[config.mk]
export PLATFORM = sky130hd
export DESIGN_NAME = indexed_array_list_core
export DESIGN_NICKNAME = d
export VERILOG_FILES = /design/src/design/ial_pkg.sv /design/src/design/ial_cell.sv /design/src/design/ial_chain.sv /design/src/design/indexed_array_list_core.sv
export VERILOG_INCLUDE_DIRS = /design/src /design/src/design
export SDC_FILE = /design/constraint.sdc
export NUM_CORES = 2
export LEC_CHECK = 0
export BUFFER_PORTS_ARGS = -buffer_cell sky130_fd_sc_hd__clkbuf_2
export CORE_UTILIZATION = 30
export DETAILED_ROUTE_END_ITERATION = 6
export SYNTH_ARGS = -nofsm -noshare
export SYNTH_HDL_FRONTEND = slang
export SYNTH_SLANG_ARGS = --single-unit
[constraint.sdc]
create_clock -name clk -period 11.5 [get_ports clk]
set_input_delay 2.3 -clock clk [delete_from_list [all_inputs] [get_ports clk]]
set_output_delay 2.3 -clock clk [all_outputs]
set_load 0.05 [all_outputs]
[src/design/indexed_array_list_core_defines.svh]
// assertion macros shared by the list core
`ifndef INDEXED_ARRAY_LIST_CORE_DEFINES_SVH
`define INDEXED_ARRAY_LIST_CORE_DEFINES_SVH

// property that must hold at every clock edge out of reset
`define IAL_ASSERT_ALWAYS(lbl, cond, msg) \
    lbl: assert property (@(posedge clk) disable iff (!rst_n) (cond)) else $error(msg);

// implication checked in the same cycle
`define IAL_ASSERT_SAME(lbl, ante, cons, msg) \
    lbl: assert property (@(posedge clk) disable iff (!rst_n) (ante) |-> (cons)) \
        else $error(msg);

// implication checked in the following cycle
`define IAL_ASSERT_NEXT(lbl, ante, cons, msg) \
    lbl: assert property (@(posedge clk) disable iff (!rst_n) (ante) |=> (cons)) \
        else $error(msg);

`endif

[src/design/ial_pkg.sv]
package ial_pkg;

    localparam int CAPACITY = 32;
    localparam int DATA_W   = 32;
    localparam int OP_W     = 3;
    localparam int POS_W    = 5;
    localparam int LEN_W    = 6;
    localparam int STAT_W   = 2;
    localparam int COUNT_W  = $clog2(CAPACITY + 1);
    localparam int IDX_W    = $clog2(CAPACITY);
    // compare width wide enough for both a position and a count
    localparam int CMP_W    = (COUNT_W > POS_W) ? COUNT_W : POS_W;

    typedef logic signed [DATA_W-1:0] data_t;

    typedef enum logic [OP_W-1:0] {
        OP_APPEND = 3'd0,
        OP_POP    = 3'd1,
        OP_DELETE = 3'd2,
        OP_INSERT = 3'd3,
        OP_READ   = 3'd4
    } op_t;

    typedef enum logic [STAT_W-1:0] {
        ST_OK    = 2'd0,
        ST_FULL  = 2'd1,
        ST_EMPTY = 2'd2,
        ST_RANGE = 2'd3
    } status_t;

    typedef enum logic [1:0] {
        CELL_HOLD,
        CELL_INSERT,
        CELL_DELETE
    } cell_kind_t;

    typedef struct packed {
        logic [OP_W-1:0]  operation;
        logic [POS_W-1:0] position;
        data_t            item_value;
    } req_t;

    typedef struct packed {
        logic [STAT_W-1:0] status;
        logic [LEN_W-1:0]  length_now;
        data_t             read_value;
    } rsp_t;

    // broadcast to every cell of the row
    typedef struct packed {
        cell_kind_t       kind;
        logic [CMP_W-1:0] pos;
        data_t            value;
    } cell_ctrl_t;

endpackage

[src/design/ial_cell.sv]
module ial_cell (
    input  logic                     clk,
    input  ial_pkg::cell_ctrl_t      ctrl,
    input  logic [ial_pkg::CMP_W-1:0] idx,
    input  ial_pkg::data_t           below,
    input  ial_pkg::data_t           above,
    output ial_pkg::data_t           entry
);
    import ial_pkg::*;

    data_t data_reg;
    data_t data_next;

    always_comb
    begin
        data_next = data_reg;
        case (ctrl.kind)
            CELL_INSERT:
            begin
                if (idx > ctrl.pos)
                begin
                    data_next = below;
                end
                else if (idx == ctrl.pos)
                begin
                    data_next = ctrl.value;
                end
            end
            CELL_DELETE:
            begin
                if (idx >= ctrl.pos)
                begin
                    data_next = above;
                end
            end
            default:
            begin
                data_next = data_reg;
            end
        endcase
    end

    always_ff @(posedge clk)
    begin
        data_reg <= data_next;
    end

    assign entry = data_reg;

endmodule

[src/design/ial_chain.sv]
module ial_chain (
    input  logic                clk,
    input  ial_pkg::cell_ctrl_t ctrl,
    output ial_pkg::data_t      rd_data
);
    import ial_pkg::*;

    data_t cell_data [CAPACITY];

    for (genvar g = 0; g < CAPACITY; g++)
    begin : g_cell
        data_t below_w;
        data_t above_w;

        if (g == 0)
        begin : g_first
            assign below_w = '0;
        end
        else
        begin : g_lower
            assign below_w = cell_data[g-1];
        end

        if (g == CAPACITY - 1)
        begin : g_last
            assign above_w = '0;
        end
        else
        begin : g_upper
            assign above_w = cell_data[g+1];
        end

        ial_cell u_cell (
            .clk   (clk),
            .ctrl  (ctrl),
            .idx   (CMP_W'(g)),
            .below (below_w),
            .above (above_w),
            .entry (cell_data[g])
        );
    end

    // read tap selected by the requested position
    assign rd_data = cell_data[ctrl.pos[IDX_W-1:0]];

endmodule

[src/design/indexed_array_list_core.sv]
// channel  | valid / ready          | payload | direction
// request  | req_valid / req_ready  | req     | in
// response | rsp_valid / rsp_ready  | rsp     | out
//
// one transaction per cycle while req_ready is high: the cell row shifts or writes at the accept edge
// the response appears in the output register in the cycle after acceptance
// reset clears the length and the output valid; cell contents stay undefined
// req_ready is high whenever the output register is empty or being drained
// a stalled response holds the request side only, no transaction is lost
module indexed_array_list_core (
    input  logic          clk,
    input  logic          rst_n,
    input  logic          req_valid,
    output logic          req_ready,
    input  ial_pkg::req_t req,
    output logic          rsp_valid,
    input  logic          rsp_ready,
    output ial_pkg::rsp_t rsp
);
    import ial_pkg::*;
    `include "indexed_array_list_core_defines.svh"

    logic [COUNT_W-1:0] count_reg;
    logic [COUNT_W-1:0] count_next;
    logic               out_valid_reg;
    logic               out_valid_next;
    rsp_t               out_reg;
    rsp_t               out_next;

    cell_ctrl_t         ctrl;
    cell_kind_t         kind;
    status_t            status;
    data_t              rd_data;
    data_t              rd_value;
    logic               accept;
    logic               full;
    logic               empty;
    logic [CMP_W-1:0]   pos_ext;
    logic [CMP_W-1:0]   count_ext;
    logic [CMP_W-1:0]   cell_pos;

    assign req_ready = !out_valid_reg || rsp_ready;
    assign accept    = req_valid && req_ready;
    assign full      = (count_reg == COUNT_W'(CAPACITY));
    assign empty     = (count_reg == '0);
    assign pos_ext   = CMP_W'(req.position);
    assign count_ext = CMP_W'(count_reg);

    // append is an insert at the tail
    assign cell_pos  = (req.operation == OP_APPEND) ? count_ext : pos_ext;

    // decode the operation against the current length
    always_comb
    begin
        kind       = CELL_HOLD;
        status     = ST_OK;
        count_next = count_reg;
        rd_value   = '0;
        case (req.operation)
            OP_APPEND:
            begin
                if (full)
                begin
                    status = ST_FULL;
                end
                else
                begin
                    kind       = CELL_INSERT;
                    count_next = count_reg + COUNT_W'(1);
                end
            end
            OP_POP:
            begin
                if (empty)
                begin
                    status = ST_EMPTY;
                end
                else
                begin
                    count_next = count_reg - COUNT_W'(1);
                end
            end
            OP_DELETE:
            begin
                if (empty)
                begin
                    status = ST_EMPTY;
                end
                else if (pos_ext >= count_ext)
                begin
                    status = ST_RANGE;
                end
                else
                begin
                    kind       = CELL_DELETE;
                    count_next = count_reg - COUNT_W'(1);
                end
            end
            OP_INSERT:
            begin
                // full is checked before the index
                if (full)
                begin
                    status = ST_FULL;
                end
                else if (pos_ext > count_ext)
                begin
                    status = ST_RANGE;
                end
                else
                begin
                    kind       = CELL_INSERT;
                    count_next = count_reg + COUNT_W'(1);
                end
            end
            OP_READ:
            begin
                if (empty)
                begin
                    status = ST_EMPTY;
                end
                else if (pos_ext >= count_ext)
                begin
                    status = ST_RANGE;
                end
                else
                begin
                    rd_value = rd_data;
                end
            end
            default:
            begin
                // unused codes leave the list alone
                status = ST_OK;
            end
        endcase
    end

    // cells only move on an accepted transaction
    assign ctrl = '{kind: (accept ? kind : CELL_HOLD), pos: cell_pos, value: req.item_value};

    ial_chain u_chain (
        .clk     (clk),
        .ctrl    (ctrl),
        .rd_data (rd_data)
    );

    // output register, refilled on accept, drained on rsp_ready
    always_comb
    begin
        out_next       = out_reg;
        out_valid_next = out_valid_reg;
        if (accept)
        begin
            out_next.status     = status;
            out_next.length_now = LEN_W'(count_next);
            out_next.read_value = rd_value;
            out_valid_next      = 1'b1;
        end
        else if (rsp_ready)
        begin
            out_valid_next = 1'b0;
        end
    end

    always_ff @(posedge clk or negedge rst_n)
    begin
        if (!rst_n)
        begin
            count_reg     <= '0;
            out_valid_reg <= 1'b0;
        end
        else
        begin
            if (accept)
            begin
                count_reg <= count_next;
            end
            out_valid_reg <= out_valid_next;
        end
    end

    always_ff @(posedge clk)
    begin
        out_reg <= out_next;
    end

    assign rsp_valid = out_valid_reg;
    assign rsp       = out_reg;

    `IAL_ASSERT_ALWAYS(a_count_cap, count_reg <= COUNT_W'(CAPACITY), "length above capacity")

    `IAL_ASSERT_NEXT(a_append_grows, accept && req.operation == OP_APPEND && !full,
        count_reg == $past(count_reg) + COUNT_W'(1), "append did not grow the list")

    `IAL_ASSERT_NEXT(a_error_holds, accept && status != ST_OK,
        $stable(count_reg), "failed operation changed the length")

    `IAL_ASSERT_SAME(a_read_zero, out_valid_reg && out_reg.status != ST_OK,
        out_reg.read_value == '0, "read value set on an error")

endmodule
==> qor.csv <==
stage;metric;value;unit
status;status;finished, violations left;
status;violations;design-rule violations;
clock_tree;clock_latency;0.75;ns
pwr;ir_drop;0.128;mV
critical_path;critical_path_depth;12;
critical_path;critPathRequiredTime;11.94;ns
cells_and_area;fin_util;33.1;%
synth;synth_area;64000;um2
sta;final-max-slew-violation-count;0;
synth;syn_avg_cell_area;10.5;um2
global_routing;grt_pass1_wl;321;mm
drt;drc;40;
floorplan;die_area;215000;um2
critical_path;worst_path_most_repeated_cell;buf_12;
pwr;finalPower;10.9;mW
clock_tree;clk_path_buf_depth;3;
place;dpl-instance-area;66500;um2
sta;whs;0.563;ns
global_routing;grt_use_total;19.5;%
critical_path;crit_path_cell_trace;clkbuf_2, ha_1, a21o_1, a21oi_1, o22ai_1, or3_1, inv_1, ha_4, buf_12, buf_12, buf_12, o21ai_0;
clock_tree;clkTransAtPathRegs;0.06;ns
min_path;min_path_type;reg2reg;
critical_path;path_class;in2reg;
critical_path;cp-start-kind;input pin;
global_routing;grt_max_degree;265;
clock_tree;cts.sinks;1071;
sta;post-route-period-util;62.1;%
floorplan;initial_core_util;30.2;%
drt;firstDrtPassIters;7;
cells_and_area;final_cell_count_no_fill;8742;
cells_and_area;area_growth;9.67;%
pwr;power.leakage;24.9;nW
clock_tree;cts_setup_buffers;0;
global_routing;grt_overflow;0;
floorplan;die_w;464;um
clock_tree;hold_buffers;0;
clock_tree;root_buffer;clkbuf_16;
clock_tree;cts-htree-levels;3;
critical_path;cp_slowest_cell;buf_12;
drt;wirelength;221;mm
place;place_hpwl;127;mm
cells_and_area;postLayoutCellArea;70200;um2
sta;hold_violations;0;
synth;postSynthCellCount;6126;
min_path;hold_depth;2;
synth;ys_warn_count;0;
global_routing;antenna_found_initial;8;
sta;tightest_slew;1.43;ns
critical_path;critical_path_arrival;7.58;ns
synth;async_reset_ff_share;0.654;%
sta;postLayoutSetupSlackWorst;4.36;ns
drt;first_iter_violations;6440;
place;io_buffers;85;
pwr;powerDensity;155;nW/um2
clock_tree;cts_tree;done;
drt;via_per_inst;5.73;
floorplan;die_y;464;um
critical_path;cp_top_family;buffers and inverters;
clock_tree;cts_resized;0;
critical_path;reg2regPathDepth;12;
floorplan;core-area;212000;um2
floorplan;ios;86;
critical_path;cp_num_buf_inv;5;
critical_path;crit_path_end_kind;flop;
floorplan;rows;169;
cells_and_area;nNetsFinal;5871;
sta;final.min_clock_period;7.14;ns
synth;syn_nets;6179;
flow_run;maxCapViolations;0;
synth;ys_seq_area_share;50.2;%
synth;yosys_most_used_dff;edfxtp_1;
sta;setup_tns;0;ns
sta;fin_skew;0.0351;ns
synth;synth_enable_flop_cells;1064;
global_routing;first_global_vias;46744;
sta;fmax;140;MHz
drt;wl_per_cell;25.2;um
clock_tree;cts_buffers;115;
drt;postRouteAntennaNets;0;
sta;slew_headroom;3.63;%
critical_path;cp_max_fo;264;
cells_and_area;drive_above_1_share;8.57;%
place;dpl.cell_count;8522;
sta;setup_violations;0;
critical_path;critPathMaxStageDelay;0.72;ns
place;preCtsSetupSlack;3.97;ns
drt;vias;50106;
synth;ys_seq_elements;1071;
sta;rsz0062_at_grt;no;
synth;synth_cell_types;78;
place;place.gp.congestion;0.879;
## report_power, final
part           leakage (nW)  internal (mW)  total (mW)  switching (mW)
logic                  13.4          0.755        2.31            1.56
clock network          1.76           2.05        3.73            1.68
registers              9.78           4.63        4.82           0.190
total                  24.9           7.43        10.9            3.43
## cells by family (layout without fill, tap and decap cells)
family	after synthesis	count (layout)	share of synthesized area [%]
AOI/OAI and AO/OA	1490	1490	14.2
other	0	4	0
and+or+nand+nor	1689	1689	11.0
xor gates and xnor gates	2	2	0.0274
DFF	1071	1071	50.2
muxes	1227	1227	19.7
buffers and inverters	638	429	4.68
adders and majority gates	9	9	0.176
## state kept, by name (all words and copies together), names as in the netlist
signal                       cells
u_chain.g_cell.u_cell.entry   1024
count_ext                        6
rsp                             40
rsp_valid                        1
## cells in the mapped netlist, types with 27 or more instances
library cell	n	area, um2
nand2_1	1310	4920
mux2i_1	1168	11700
edfxtp_1	1064	32000
o21ai_0	739	3700
clkbuf_1	420	1580
o21ai_1	239	1200
a211oi_1	152	1140
and3_1	148	926
a311oi_1	147	1290
buf_2	94	470
nor2_1	85	319
buf_4	74	556
o221ai_1	57	499
nor4_1	56	350
a21oi_1	39	195
mux2_2	36	405
nor3_1	36	180
buf_6	27	304
## final cells by class
type | count | area [um2]
antenna | 4 | 10.0
clock buffer | 138 | 3030
clock inverter | 78 | 624
fill | 21171 | 142000
inverter | 15 | 56.3
multi-input combinational | 4417 | 29400
sequential | 1071 | 32100
tap | 2821 | 3530
timing repair buffer | 198 | 1420
## placed cells by master (no fill, tap or decap), types with 36 or more instances in the layout
cell and n:
nand2_1 1306, nor2_1 69, a311oi_1 147, a211oi_1 152
buf_4 101, clkbuf_16 118, and3_1 148, o21ai_1 239
mux2i_1 1167, nor3_1 36, o21ai_0 738, clkinv_1 39
edfxtp_1 1064, o221ai_1 57, clkbuf_2 85, nor4_1 55
## worst register-to-register path, cell delays in order, from the launching register on
cell and delay, ns:
dfrtp_1 0.56, inv_1 0.30, ha_1 0.33, or3b_2 0.55, nor3_1 0.39, nor4_1 0.16
and2_1 0.26, nand3_1 0.22, ha_4 0.50, buf_12 0.51, buf_12 0.89, buf_12 0.85
o21ai_0 0.64
## per-layer routing
metal  part of all wire, %  wire [um]  vias up  GRT usage, %
li1                      -          -    22224             -
met1                    43      94600    24870          27.2
met2                    45      99000     2614          30.4
met3                   9.0      19800      394          3.18
met4                   3.3       7380        4          7.13
met5                 0.013         28        -             0
## path summary, 6_finish.rpt
path | from | slack, ns | endpoint
setup / recovery | req[35] | 4.36 | u_chain.g_cell[26].u_cell.entry[19]
hold / removal | rsp_valid | 0.56 | rsp_valid
setup reg to reg | count_ext[0] | 5.07 | u_chain.g_cell[26].u_cell.entry[19]
hold reg to reg | rsp_valid | 0.56 | rsp_valid
max in group asynchronous | rst_n | 9.89 | count_ext[3]
min in group asynchronous | rst_n | 1.42 | rsp_valid
Note: power is estimated with default switching activity, not from simulation.
